### config.mk
export PLATFORM = sky130hd
export DESIGN_NAME = dns_response_first_a_record_parser_top
export DESIGN_NICKNAME = d
export VERILOG_FILES = /design/src/hdl/dnsar_pkg.sv /design/src/hdl/dns_response_first_a_record_parser_top.sv
export SDC_FILE = /design/constraint.sdc
export NUM_CORES = 1
export LEC_CHECK = 0
export BUFFER_PORTS_ARGS = -buffer_cell sky130_fd_sc_hd__buf_4
export CORE_UTILIZATION = 55
export CTS_CLUSTER_SIZE = 16
export DETAILED_ROUTE_END_ITERATION = 8
export PLACE_DENSITY = 0.87
export SYNTH_ARGS = -nofsm -noshare
export SYNTH_HDL_FRONTEND = slang
export SYNTH_SLANG_ARGS = --single-unit
export TNS_END_PERCENT = 1
### constraint.sdc
create_clock -name clk -period 4.1 [get_ports clk]
set_clock_uncertainty 0.15 [all_clocks]
set_input_delay 0.205 -clock clk [delete_from_list [all_inputs] [get_ports clk]]
set_output_delay 0.205 -clock clk [all_outputs]
set_load 0.01 [all_outputs]
### src/hdl/dnsar_pkg.sv
package dnsar_pkg;

  localparam int unsigned PHASE_W = 4;
  localparam int unsigned IDX_W   = 4;
  localparam int unsigned LABEL_W = 6;

  localparam logic [PHASE_W-1:0] PH_HEADER = 4'd0;
  localparam logic [PHASE_W-1:0] PH_QNAME  = 4'd1;
  localparam logic [PHASE_W-1:0] PH_QLABEL = 4'd2;
  localparam logic [PHASE_W-1:0] PH_QPTR   = 4'd3;
  localparam logic [PHASE_W-1:0] PH_QFIXED = 4'd4;
  localparam logic [PHASE_W-1:0] PH_ANAME  = 4'd5;
  localparam logic [PHASE_W-1:0] PH_ALABEL = 4'd6;
  localparam logic [PHASE_W-1:0] PH_APTR   = 4'd7;
  localparam logic [PHASE_W-1:0] PH_AFIXED = 4'd8;
  localparam logic [PHASE_W-1:0] PH_RDSKIP = 4'd9;
  localparam logic [PHASE_W-1:0] PH_ADDR   = 4'd10;
  localparam logic [PHASE_W-1:0] PH_DONE   = 4'd11;

  localparam logic [15:0] TYPE_A   = 16'd1;
  localparam logic [15:0] CLASS_IN = 16'd1;
  localparam logic [15:0] A_RDLEN  = 16'd4;

  localparam int unsigned HDR_LAST_IDX   = 11;
  localparam int unsigned QFIX_LAST_IDX  = 3;
  localparam int unsigned AFIX_LAST_IDX  = 9;

  // Result word layout, lowest bit first.
  localparam int unsigned OK_LSB    = 0;
  localparam int unsigned ID_LSB    = 1;
  localparam int unsigned RCODE_LSB = 17;
  localparam int unsigned ANCNT_LSB = 21;
  localparam int unsigned HAS_A_LSB = 37;
  localparam int unsigned ADDR_LSB  = 38;
  localparam int unsigned TTL_LSB   = 70;
  localparam int unsigned RES_BITS  = 102;
  localparam int unsigned OUT_W     = 104;

  typedef struct packed {
    logic [31:0] ttl_seconds;
    logic [31:0] ipv4_addr;
    logic        a_found;
    logic [15:0] an_count;
    logic [3:0]  rcode;
    logic [15:0] message_id;
    logic        response_ok;
  } result_t;

endpackage

### src/hdl/dns_response_first_a_record_parser_top.sv
// DNS response parser: reports the header summary and the first IN A record.
// Input stream: one message byte per transaction on s_axis_tdata, with
// s_axis_tlast on the final byte of the message. Every byte updates a small
// set of field registers in the cycle it is taken.
// Output stream: one summary word per message, presented on m_axis_tdata the
// cycle after the final byte is taken.
// Throughput: one byte per cycle, unless the output register is full and stalled.
// The summary sits in an output register; s_axis_tready drops while that
// register is full and the receiver holds m_axis_tready low, so no summary is
// overwritten and input bytes wait until the summary is taken.
// After the final byte the parser returns to the header state at once, so
// the next message may follow in the next cycle if m_axis_tready is high.
// Reset (rst, synchronous) clears the parser and empties the output register.
module dns_response_first_a_record_parser_top (
  input  logic                       clk,
  input  logic                       rst,
  input  logic                       s_axis_tvalid,
  output logic                       s_axis_tready,
  input  logic [7:0]                 s_axis_tdata,   // data_byte[7:0]
  input  logic                       s_axis_tlast,   // last_byte
  output logic                       m_axis_tvalid,
  input  logic                       m_axis_tready,
  // response_ok[0], message_id[16:1], rcode[20:17], an_count[36:21],
  // a_found[37], ipv4_addr[69:38], ttl_seconds[101:70], zero pad[103:102]
  output logic [dnsar_pkg::OUT_W-1:0] m_axis_tdata
);
  import dnsar_pkg::*;

  logic [PHASE_W-1:0] phase, phase_next;
  logic [IDX_W-1:0]   idx, idx_next;
  logic [15:0]        hdr_id, hdr_id_next;
  logic [15:0]        hdr_flags, hdr_flags_next;
  logic [15:0]        q_left, q_left_next;
  logic [15:0]        a_left, a_left_next;
  logic [15:0]        a_total, a_total_next;
  logic [LABEL_W-1:0] label_left, label_left_next;
  logic [15:0]        rec_type, rec_type_next;
  logic [15:0]        rec_class, rec_class_next;
  logic [31:0]        rec_ttl, rec_ttl_next;
  logic [15:0]        rd_left, rd_left_next;
  logic [31:0]        addr, addr_next;
  logic               found, found_next;
  logic               stop, stop_next;

  logic    in_accept;
  logic    have_header, ok;
  result_t res;
  logic [7:0] b;

  assign b             = s_axis_tdata;
  assign s_axis_tready = !m_axis_tvalid || m_axis_tready;
  assign in_accept     = s_axis_tvalid && s_axis_tready;

  always_comb begin
    phase_next      = phase;
    idx_next        = idx;
    hdr_id_next     = hdr_id;
    hdr_flags_next  = hdr_flags;
    q_left_next     = q_left;
    a_left_next     = a_left;
    a_total_next    = a_total;
    label_left_next = label_left;
    rec_type_next   = rec_type;
    rec_class_next  = rec_class;
    rec_ttl_next    = rec_ttl;
    rd_left_next    = rd_left;
    addr_next       = addr;
    found_next      = found;
    stop_next       = stop;
    if (!stop) begin
      unique case (phase) inside
        PH_HEADER: begin
          case (idx)
            4'd0: hdr_id_next[15:8]    = b;
            4'd1: hdr_id_next[7:0]     = b;
            4'd2: hdr_flags_next[15:8] = b;
            4'd3: hdr_flags_next[7:0]  = b;
            4'd4: q_left_next[15:8]    = b;
            4'd5: q_left_next[7:0]     = b;
            4'd6: a_total_next[15:8]   = b;
            4'd7: begin
              a_total_next[7:0] = b;
              a_left_next       = {a_total[15:8], b};
            end
            default: ;
          endcase
          if (idx >= IDX_W'(HDR_LAST_IDX)) begin
            idx_next = '0;
            if (!hdr_flags_next[15] || hdr_flags_next[3:0] != 4'd0 ||
                q_left_next == 16'd0 || a_total_next == 16'd0) begin
              phase_next = PH_DONE;
              stop_next  = 1'b1;
            end else begin
              phase_next = PH_QNAME;
            end
          end else begin
            idx_next = idx + 1'b1;
          end
        end
        PH_QNAME, PH_ANAME: begin
          if (b == 8'd0) begin
            phase_next = (phase == PH_QNAME) ? PH_QFIXED : PH_AFIXED;
            idx_next   = '0;
          end else if (b[7:6] == 2'b11) begin
            phase_next = (phase == PH_QNAME) ? PH_QPTR : PH_APTR;
          end else if (b[7:6] != 2'b00) begin
            phase_next = PH_DONE;
            stop_next  = 1'b1;
          end else begin
            label_left_next = b[5:0];
            phase_next      = (phase == PH_QNAME) ? PH_QLABEL : PH_ALABEL;
          end
        end
        PH_QLABEL, PH_ALABEL: begin
          label_left_next = label_left - 1'b1;
          if (label_left_next == '0)
            phase_next = (phase == PH_QLABEL) ? PH_QNAME : PH_ANAME;
        end
        PH_QPTR: begin
          phase_next = PH_QFIXED;
          idx_next   = '0;
        end
        PH_APTR: begin
          phase_next = PH_AFIXED;
          idx_next   = '0;
        end
        PH_QFIXED: begin
          if (idx >= IDX_W'(QFIX_LAST_IDX)) begin
            idx_next    = '0;
            q_left_next = q_left - 1'b1;
            phase_next  = (q_left_next == 16'd0) ? PH_ANAME : PH_QNAME;
          end else begin
            idx_next = idx + 1'b1;
          end
        end
        PH_AFIXED: begin
          case (idx)
            4'd0:    rec_type_next[15:8]  = b;
            4'd1:    rec_type_next[7:0]   = b;
            4'd2:    rec_class_next[15:8] = b;
            4'd3:    rec_class_next[7:0]  = b;
            4'd4:    rec_ttl_next         = {b, 24'd0};
            4'd5:    rec_ttl_next[23:16]  = b;
            4'd6:    rec_ttl_next[15:8]   = b;
            4'd7:    rec_ttl_next[7:0]    = b;
            4'd8:    rd_left_next         = {b, 8'd0};
            default: rd_left_next[7:0]    = rd_left[7:0] | b;
          endcase
          if (idx >= IDX_W'(AFIX_LAST_IDX)) begin
            idx_next = '0;
            if (rec_type == TYPE_A && rec_class == CLASS_IN && rd_left_next == A_RDLEN) begin
              addr_next  = '0;
              phase_next = PH_ADDR;
            end else if (rd_left_next == 16'd0) begin
              a_left_next = a_left - 1'b1;
              if (a_left_next == 16'd0) begin
                phase_next = PH_DONE;
                stop_next  = 1'b1;
              end else begin
                phase_next = PH_ANAME;
              end
            end else begin
              phase_next = PH_RDSKIP;
            end
          end else begin
            idx_next = idx + 1'b1;
          end
        end
        PH_RDSKIP: begin
          rd_left_next = rd_left - 1'b1;
          if (rd_left_next == 16'd0) begin
            a_left_next = a_left - 1'b1;
            if (a_left_next == 16'd0) begin
              phase_next = PH_DONE;
              stop_next  = 1'b1;
            end else begin
              phase_next = PH_ANAME;
            end
          end
        end
        PH_ADDR: begin
          addr_next    = {addr[23:0], b};
          rd_left_next = rd_left - 1'b1;
          if (rd_left_next == 16'd0) begin
            found_next = 1'b1;
            phase_next = PH_DONE;
            stop_next  = 1'b1;
          end
        end
        default: ;
      endcase
    end
  end

  // Summary is built from the state after the final byte has been applied.
  always_comb begin
    have_header      = phase_next != PH_HEADER;
    ok               = have_header && hdr_flags_next[15];
    res.response_ok  = ok;
    res.message_id   = have_header ? hdr_id_next : 16'd0;
    res.rcode        = ok ? hdr_flags_next[3:0] : 4'd0;
    res.an_count     = ok ? a_total_next : 16'd0;
    res.a_found      = found_next;
    res.ipv4_addr    = found_next ? addr_next : 32'd0;
    res.ttl_seconds  = found_next ? rec_ttl_next : 32'd0;
  end

  always_ff @(posedge clk) begin
    if (rst || (in_accept && s_axis_tlast)) begin
      phase      <= PH_HEADER;
      idx        <= '0;
      hdr_id     <= '0;
      hdr_flags  <= '0;
      q_left     <= '0;
      a_left     <= '0;
      a_total    <= '0;
      label_left <= '0;
      rec_type   <= '0;
      rec_class  <= '0;
      rec_ttl    <= '0;
      rd_left    <= '0;
      addr       <= '0;
      found      <= 1'b0;
      stop       <= 1'b0;
    end else if (in_accept) begin
      phase      <= phase_next;
      idx        <= idx_next;
      hdr_id     <= hdr_id_next;
      hdr_flags  <= hdr_flags_next;
      q_left     <= q_left_next;
      a_left     <= a_left_next;
      a_total    <= a_total_next;
      label_left <= label_left_next;
      rec_type   <= rec_type_next;
      rec_class  <= rec_class_next;
      rec_ttl    <= rec_ttl_next;
      rd_left    <= rd_left_next;
      addr       <= addr_next;
      found      <= found_next;
      stop       <= stop_next;
    end
  end

  always_ff @(posedge clk) begin
    if (rst) begin
      m_axis_tvalid <= 1'b0;
    end else if (in_accept && s_axis_tlast) begin
      m_axis_tvalid <= 1'b1;
    end else if (m_axis_tready) begin
      m_axis_tvalid <= 1'b0;
    end
  end

  always_ff @(posedge clk) begin
    if (in_accept && s_axis_tlast) begin
      m_axis_tdata <= {(OUT_W - RES_BITS)'(0), res};
    end
  end

endmodule

Word-level counts from Yosys, hierarchy flattened
Index checks and enable logic that the tools add are counted.
Word-level totals
  bits in writable memories: 0
  memory bits (read-only): 0
  bits in latches: 0
  word-level logic and storage cells: 213
  bits in registers: 311
  memories: 0
Cells by class
  multipliers: 0
  reduce and logical (&&, ||, !) cells: 47
  $lt $le $gt $ge: 3
  $add $sub $neg: 5
  divide/modulo/power cells: 0
  eq/ne operators: 34
  bitwise operators: 2
  mux-type cells: 98
  shift-type cells: 0
Operator list (number)
  2-to-1 mux 8 bit: 26
  2-to-1 mux 16 bit: 12
  2-to-1 mux 32 bit: 5
  zero test 16 bit: 6
  2-to-1 mux 4 bit: 19
  case mux 16 bit (2 select lines): 2
  case mux 32 bit (2 select lines): 1
  case mux 8 bit (2 select lines): 4
  case mux 16 bit (3 select lines): 1
  subtractor 16 x 1 -> 16 bit (second input constant): 3
  case mux 4 bit (9 select lines): 1
  == test 16 x 1 -> 1 bit (second input constant): 2
  == test 4 x 3 -> 1 bit (second input constant): 8
  AND reduction 4 bit: 8
  case mux 4 bit (5 select lines): 1
  2-to-1 mux 6 bit: 3
  2-to-1 mux 1 bit: 17
  == test 16 x 3 -> 1 bit (second input constant): 1
  == test 4 x 2 -> 1 bit (second input constant): 4
  == test 4 bit (second input constant): 4
  2-to-1 mux 3 bit: 4
  case mux 6 bit (2 select lines): 1
  != test 2 x 1 -> 1 bit (second input constant): 5
  != test 2 bit (second input constant): 5
  other kinds (25): 46

Depth between registers and ports, before layout
Gate-level depths: netlist of run 1.
  depth in word-level cells: 14
  mapped depth: 14
  depth with buffers taken out: 10

Worst setup path before layout of run 1
No wires, ideal clock.
  kind: flip-flop to flip-flop
  from: register m_axis_tvalid
  to: register addr[0]
  buffers on the path: 4
  stages on the path, launching flop included: 11
  slack: -0.169 ns
  arrival: 3.992 ns
  required time: 3.822 ns
  clock period less this slack: 4.269 ns
  path through: dfxtp_1 > nand2b_1 > and2_1 > clkbuf_1 > nand2_1 > inv_1 > or2_2 > clkbuf_1 > clkbuf_1 > clkbuf_1 > nor2_1
Between the ends
  longest elaborated chain between the ends: 5
Ends and longest elaborated chain
  from (decl): line dns_response_first_a_record_parser_top.sv:21  | output logic m_axis_tvalid,
  from (signal assigned): line dns_response_first_a_record_parser_top.sv:246  | m_axis_tvalid <= 1'b0;
  from (signal assigned): line dns_response_first_a_record_parser_top.sv:248  | m_axis_tvalid <= 1'b1;
  from (signal assigned): line dns_response_first_a_record_parser_top.sv:250  | m_axis_tvalid <= 1'b0;
  zero test 1 bit (*): line dns_response_first_a_record_parser_top.sv:51  | assign s_axis_tready = !m_axis_tvalid || m_axis_tready;
  logical OR 1 bit (*): line dns_response_first_a_record_parser_top.sv:51
  net s_axis_tready: line dns_response_first_a_record_parser_top.sv:18  | output logic s_axis_tready,
  logical AND 1 bit (*): line dns_response_first_a_record_parser_top.sv:52  | assign in_accept = s_axis_tvalid && s_axis_tready;
  logical AND 1 bit: line dns_response_first_a_record_parser_top.sv:209  | if (rst || (in_accept && s_axis_tlast)) begin
  logical OR 1 bit: line dns_response_first_a_record_parser_top.sv:209
  to (signal assigned): line dns_response_first_a_record_parser_top.sv:238  | addr <= addr_next;
  to (decl): line dns_response_first_a_record_parser_top.sv:41  | logic [31:0] addr, addr_next;
Mark *: on every way through the listed nets, which the timed path passes. The rest lies on a longest branch.
A chain may end at the register's enable or synchronous reset.

Final worst setup path of run 1
  from: register idx[0]
  to: register m_axis_tdata[12] (netlist name) (data pin)
Between the ends
  longest elaborated chain between the ends: 13
Ends and longest elaborated chain
  from (decl): line dns_response_first_a_record_parser_top.sv:30  | logic [IDX_W-1:0] idx, idx_next;
  from (signal assigned): line dns_response_first_a_record_parser_top.sv:227  | idx <= idx_next;
  branches (longest 13 deep; another with zero test 16 bit)
  to (signal assigned): line dns_response_first_a_record_parser_top.sv:256  | m_axis_tdata <= {(OUT_W - RES_BITS)'(0), res};
  to (decl): line dns_response_first_a_record_parser_top.sv:25  | output logic [dnsar_pkg::OUT_W-1:0] m_axis_tdata
Parallel ways; which one is timed is not known. The select of a mux whose other input is x is not followed.

==> results.py, run 1 <==
metrics = {
    "floorplanning": {
        "fp.dieH_um": 167,
        "num_rows": 60,
        "die_x_um": 167,
        "ios": 119,
        "dieArea_um2": 27900,
        "initial_core_util_pct": 55.8,
        "core_area_um2": 26900,
    },
    "placement": {
        "dpl_cell_area_um2": 16100,
        "place_ws_ns": 0.234,
        "dp_hpwl_mm": 26.6,
        "place.gp.congestion": 0.983,
        "port_buffers": 116,
        "numPlacedInstances": 2076,
    },
    "yosys": {
        "synthFlopType": "dfxtp_1",
        "syn-instance-count": 1716,
        "synth_edf_count": 102,
        "ys_seq_elements": 300,
        "netlist_area_um2": 15000,
        "ys_warn_count": 0,
        "async_flop_share_pct": 0,
        "postSynthAreaPerCell_um2": 8.73,
        "ys_types": 85,
        "yosysSeqAreaShare_pct": 46.9,
    },
    "timing": {
        "worstMarginPinSlew_ns": 1.15,
        "finalHoldViolCount": 0,
        "fmax_mhz": 261,
        "rsz0062_at_grt": "no",
        "slew_headroom_pct": 22.9,
        "holdWs_ns": 0.0458,
        "layout_min_cycle_time_ns": 3.83,
        "setup_ws_ns": 0.273,
        "min_period_over_period_pct": 93.3,
        "setup_viol": 0,
        "slew_violations": 0,
        "fin_setup_tns_ns": 0,
    },
    "finish": {
        "final_area_um2": 17100,
        "layout.cells.non_filler": 2140,
        "fin_util_pct": 63.8,
        "syn_to_final_growth_pct": 14.4,
        "drive_gt1_share_pct": 14.0,
        "antennaDiodeCount": 0,
        "nets": 1804,
    },
    "worst_setup_path": {
        "cpPeakStageDelay_ns": 0.54,
        "crit_fanout": 37,
        "critPathMostFrequentCell": "a21oi_1",
        "worstPathCellList": "inv_1 > ha_1 > nand3b_1 > a22oi_1 > a221o_1 > a21oi_1 > nor3_2 > o211ai_1 > a2111oi_4 > buf_4 > a21oi_1",
        "crit_path_start_kind": "flop",
        "crit_slowest_cell": "ha_1",
        "worstPathRequired_ns": 4.25,
        "endpoint_kind": "flop",
        "arrival_ns": 3.97,
        "critPathKind": "reg -> reg",
    },
    "clocking": {
        "path_clk_slew_ns": 0.06,
        "postCtsResizedCells": 0,
        "ctsLongestPathBuffers": 3,
        "cts_htree_levels": 1,
        "numCtsBuffers": 30,
        "clock-sinks": 300,
        "cts_tree": "yes",
        "clock_latency_ns": 0.59,
        "post_cts_buffers": 0,
        "cts_root_buf": "clkbuf_16",
    },
    "power": {
        "clkPwrFrac_pct": 41.2,
        "seqPwrFrac_pct": 46.7,
        "p_switching_mw": 1.80,
        "p_per_area_nw_per_um2": 397,
        "p_leak_nw": 5.90,
        "switching_share_pct": 26.4,
        "internal_power_mw": 5.01,
        "power_mw": 6.80,
        "comb_power_share_pct": 12.1,
        "irDropWorstVdd_mv": 0.332,
    },
    "grt": {
        "globalRouteOverflowTotal": 0,
        "grt.total_usage_pct": 29.5,
        "grt_pass1_wl_mm": 67.3,
        "grt_start_max_net_pins": 104,
        "grt_antenna_before_repair": 0,
        "first_global_vias": 13100,
    },
    "route": {
        "first_pass_iters": 7,
        "drt_iter0_markers": 1511,
        "via_per_inst": 6.46,
        "drc_errors": 0,
        "drtAntennaViolNets": 0,
        "vias": 13800,
        "wire_per_inst_um": 19.6,
        "totalWireLength_mm": 42.0,
    },
    "flow_run": {
        "maxCapViolCount": 0,
    },
    "outcome": {
        "outcome": "complete, no violations",
    },
    "worst_hold_path": {
        "hold_class": "in -> reg",
    },
}
power by group through the flow:
stage	registers, mW	logic (mW)	clock network (mW)
5_1_grt	3.18	0.886	2.94
3_3_place_gp	3.24	0.782	0
4_1_cts	3.17	0.809	2.82
6_report	3.17	0.825	2.80
2_1_floorplan	3.25	0.544	0
3_5_place_dp	3.24	0.798	0
worst max-delay path: cells and delay by family (launching register included):
family | cells | cell delay (ns)
compound gates | 6 | 1.28
fa+ha+maj | 1 | 0.54
buf+inv | 2 | 0.55
flops | 1 | 0.36
simple gates | 2 | 0.63
layout make-up:
class / instances / area [µm²]
fillers: 2161 / 9740
flip-flops and latches: 300 / 7030
clock buffers: 35 / 779
repair buffers: 169 / 1320
inverters: 24 / 93.8
multi-input cells: 1250 / 7260
well taps: 341 / 427
clock inverters: 21 / 228
cell families (layout without fill, tap and decap cells):
kind of cell	count (synthesis)	in the layout	synth area share (%)
XOR/XNOR	12	12	0.701
adder cells (fa/ha/maj)	16	16	1.34
multiplexers	61	61	4.07
buffers and inverters	168	249	5.00
other	1	2	0.0250
AO/OA/AOI/OAI	508	509	22.0
AND/OR/NAND/NOR	650	650	20.0
flip-flops	300	300	46.9
placed cells by master, fill, tap and decap left out, drive strengths merged, types with 5 or more instances in the layout:
cell and instances:
or2 7, o21ai 87, and2 5, nor4 28
clkinv 19, nor3 43, nand2 168, o32ai 7
mux2i 61, nand3b 9, nand2b 7, o22ai 15
nand4 11, dfxtp 198, nor2 265, o31ai 10
nor4b 8, o211ai 6, ha 16, clkbuf 35
xnor2 8, a211oi 36, buf 162, nand3 60
a21o 6, edfxtp 102, a22oi 119, inv 20
dlygate4sd3 7, a31oi 11, and3 6, a21oi 170
or3 12
path summary, 6_finish.rpt:
path	cells past startpoint	startpoint	endpoint	slack (ns)
worst max-delay path	11	idx[0]	m_axis_tdata[12]	0.27
worst min-delay path	4	s_axis_tvalid	phase[2]	0.05
worst max register to register	11	idx[0]	m_axis_tdata[12]	0.27
worst min register to register	2	rec_type[5]	rec_type[5]	0.31
synth_stat cells (all sizes together) (4+ instances only):
library cell	n	share of area, %
nor4	28	1.4
nand3b	9	0.45
nand2	168	4.2
nand3	60	2.0
nand2b	7	0.29
or3	12	0.50
buf	37	1.7
ha	16	1.3
o22ai	15	0.63
nor2	265	6.7
xnor2	8	0.47
nand4	11	0.46
nand4b	4	0.23
nor3	43	1.5
o21ai	87	2.9
o32ai	7	0.41
o221ai	4	0.23
and2	5	0.21
and3	6	0.25
clkbuf	107	2.7
o221a	4	0.30
nor4b	8	0.51
or2	7	0.29
o31ai	10	0.53
a21oi	169	5.6
a22oi	119	6.0
mux2i	61	4.1
dfxtp	198	26
inv	21	0.53
xor2	4	0.23
a31oi	11	0.46
a21o	6	0.30
edfxtp	102	20
o211ai	6	0.30
a211oi	36	2.1
layer usage:
metal / part of all wire (%) / routed length (µm) / track usage, % / up-vias
li1: - / - / - / 6388
met1: 41 / 17200 / 38.8 / 6562
met2: 46 / 19500 / 47.9 / 734
met3: 8.5 / 3580 / 4.13 / 142
met4: 4.3 / 1810 / 13.8 / 0
met5: 0 / 0 / 0 / -
sequential cells by signal, indices dropped and copies added, names as in the netlist, 6 cells and up:
| register | cells |
|---|---|
| hdr_id | 16 |
| rec_type | 16 |
| addr | 32 |
| label_left | 6 |
| m_axis_tdata | 102 |
| rec_ttl | 32 |
| rd_left | 16 |
| q_left | 16 |
| rec_class | 16 |
| a_total | 16 |
| a_left | 16 |
what timing repair did:
| action | 4_1_cts | 5_1_grt |
|---|---|---|
| hold buffers | 7 | 0 |
| setup endpoints to repair | 0 | 31 |
| endpoints found under the hold margin | 28 | 0 |
(Power assumes the default switching activity.)
==> run 2, diff against run 1 <==
--- a/config.mk
+++ b/config.mk
@@ -9,7 +9,7 @@
 export CORE_UTILIZATION = 55
 export CTS_CLUSTER_SIZE = 16
 export DETAILED_ROUTE_END_ITERATION = 8
-export PLACE_DENSITY = 0.87
+export PLACE_DENSITY = 0.84
 export SYNTH_ARGS = -nofsm -noshare
 export SYNTH_HDL_FRONTEND = slang
 export SYNTH_SLANG_ARGS = --single-unit
==> constraint.sdc (replaced) <==
create_clock -name clk -period 4.37 [get_ports clk]
set_clock_uncertainty 0.15 [all_clocks]
set_input_delay 0.2185 -clock clk [delete_from_list [all_inputs] [get_ports clk]]
set_output_delay 0.2185 -clock clk [all_outputs]
set_load 0.01 [all_outputs]
==> run 2 against run 1 <==
Die area did not move. Routed wire length fell by 1.0%. Core utilization fell by 0.73 points. Cell count fell by 1.2%.
==> results.py, run 2 (synthesized netlist as in run 1, its figures left out) <==
metrics = {
    "worst_setup_path": {
        "worstPathRequired_ns": 4.59,
        "ff2ff_setup_slack_ns": 0.56,
        "cpPeakStageDelay_ns": 0.47,
        "worstPathCellList": "inv_1 > ha_1 > nor3_1 > a21o_1 > a21boi_0 > o31ai_2 > o31a_2 > a32oi_2 > a2111oi_4 > buf_4 > a211oi_1",
        "crit_fanout": 37,
        "crit_slowest_cell": "a21boi_0",
        "endpoint_kind": "flop",
        "arrival_ns": 4.03,
        "crit_path_start_kind": "flop",
        "crit_buf_inv": 2,
        "critical-path-top-delay-family": "compound AO/OA/AOI/OAI gates",
        "critPathKind": "reg -> reg",
    },
    "floorplanning": {
        "num_rows": 60,
        "die_x_um": 167,
        "initial_core_util_pct": 55.8,
        "fp.dieH_um": 167,
        "ios": 119,
        "core_area_um2": 26900,
        "dieArea_um2": 27900,
    },
    "finish": {
        "syn_to_final_growth_pct": 13.1,
        "drive_gt1_share_pct": 13.0,
        "layout_common_cells": "263 x nor2_1, 198 x dfxtp_1, 168 x nand2_1",
        "final_area_um2": 16900,
        "top_register": "m_axis_tdata",
        "antennaDiodeCount": 0,
        "reg_top3": "m_axis_tdata (102), addr (32), rec_ttl (32)",
        "nets": 1779,
        "final_common_cell": "nor2_1",
        "largest_register_ffs": 102,
    },
    "placement": {
        "dp_hpwl_mm": 25.9,
        "port_buffers": 116,
        "place.gp.congestion": 0.972,
        "dpl_cell_area_um2": 15900,
    },
    "route": {
        "drc_errors": 0,
        "vias": 13800,
        "via_per_inst": 6.52,
        "wire_per_inst_um": 19.7,
        "drtAntennaViolNets": 0,
        "first_pass_iters": 6,
        "totalWireLength_mm": 41.6,
        "drt_iter0_markers": 1647,
    },
    "clocking": {
        "numCtsBuffers": 30,
        "post_cts_buffers": 0,
        "cts_htree_levels": 1,
        "cts_root_buf": "clkbuf_16",
        "cts_tree": "yes",
        "clock_latency_ns": 0.56,
        "ctsLongestPathBuffers": 3,
        "path_clk_slew_ns": 0.06,
        "clock-sinks": 300,
    },
    "timing": {
        "holdWs_ns": 0.0365,
        "fmax_mhz": 262,
        "worstMarginPinSlew_ns": 1.14,
        "setup_viol": 0,
        "finalHoldViolCount": 0,
        "fin_setup_tns_ns": 0,
        "slew_violations": 0,
        "min_period_over_period_pct": 87.2,
        "rsz0062_at_grt": "no",
        "layout_min_cycle_time_ns": 3.81,
        "slew_headroom_pct": 23.5,
    },
    "power": {
        "power_mw": 6.36,
        "p_leak_nw": 5.79,
        "p_per_area_nw_per_um2": 375,
        "irDropWorstVdd_mv": 0.274,
    },
    "outcome": {
        "outcome": "complete, no violations",
    },
    "grt": {
        "grt_start_max_net_pins": 76,
        "grt_antenna_before_repair": 0,
        "first_global_vias": 12800,
        "grt.total_usage_pct": 28.9,
        "grt_pass1_wl_mm": 66.6,
        "globalRouteOverflowTotal": 0,
    },
    "flow_run": {
        "maxCapViolCount": 0,
    },
    "worst_hold_path": {
        "hold_class": "in -> reg",
    },
}
## run 2: cell types whose count changed in the layout (fill, tap and decap cells not counted), sizes merged, moves of 2 or more
cell    previous run  this run
bufinv             4         2
clkinv            19        15
clkbuf            35        40
buf              162       139
inv               20        22
## run 2: through the flow
step	worst slack, ns	cells	util, %
6_report	0.560	2115	63.0
5_1_grt	0.293	2115	63.0
4_1_cts	0.608	2115	63.0
3_5_place_dp	0.641	2053	59.0
3_3_place_gp	0.812	2053	59.0
2_1_floorplan	0.101	1717	-
## run 2: final timing paths
path,to,cells past startpoint,startpoint
setup reg to reg,m_axis_tdata[35],11,idx[0]
hold reg to reg,rec_type[11],2,rec_type[11]
hold / removal,rec_class[8],3,s_axis_tdata[0]
setup / recovery,m_axis_tdata[35],11,idx[0]
## run 2: layer usage
metal  wire length [µm]  up-vias  GRT usage [%]
met5                  0        -              0
met4               1260        0           11.8
met3               3680      113           3.92
met2              19800      761           47.6
met1              16900     6568           38.4
li1                   -     6341              -
## run 2: layout make-up
type	count	area, µm²
fill	2177	9930
multi-input combinational	1249	7250
sequential	300	7030
timing repair buffer	145	1130
clock buffer	40	861
tap	341	427
clock inverter	16	156
inverter	24	92.6
## run 2: worst reg2reg max path: stages (launching register included)
cell and delay, ns:
dfxtp_1 0.43, inv_1 0.13, ha_1 0.43, nor3_1 0.39, a21o_1 0.35, a21boi_0 0.48, o31ai_2 0.11, o31a_2 0.15
a32oi_2 0.27, a2111oi_4 0.09, buf_4 0.30, a211oi_1 0.35
## run 2: what timing repair did
item	CTS	global route
hold buffers	6	0
setup endpoints to repair	0	0
endpoints found under the hold margin	19	0
resized for setup	0	0
## run 2: power by group
part	internal, mW	leakage (nW)	switching, mW
Combinational	0.226	2.71	0.518
Clock	1.51	0.505	1.11
Sequential	2.94	2.58	0.0488
Total	4.68	5.79	1.68
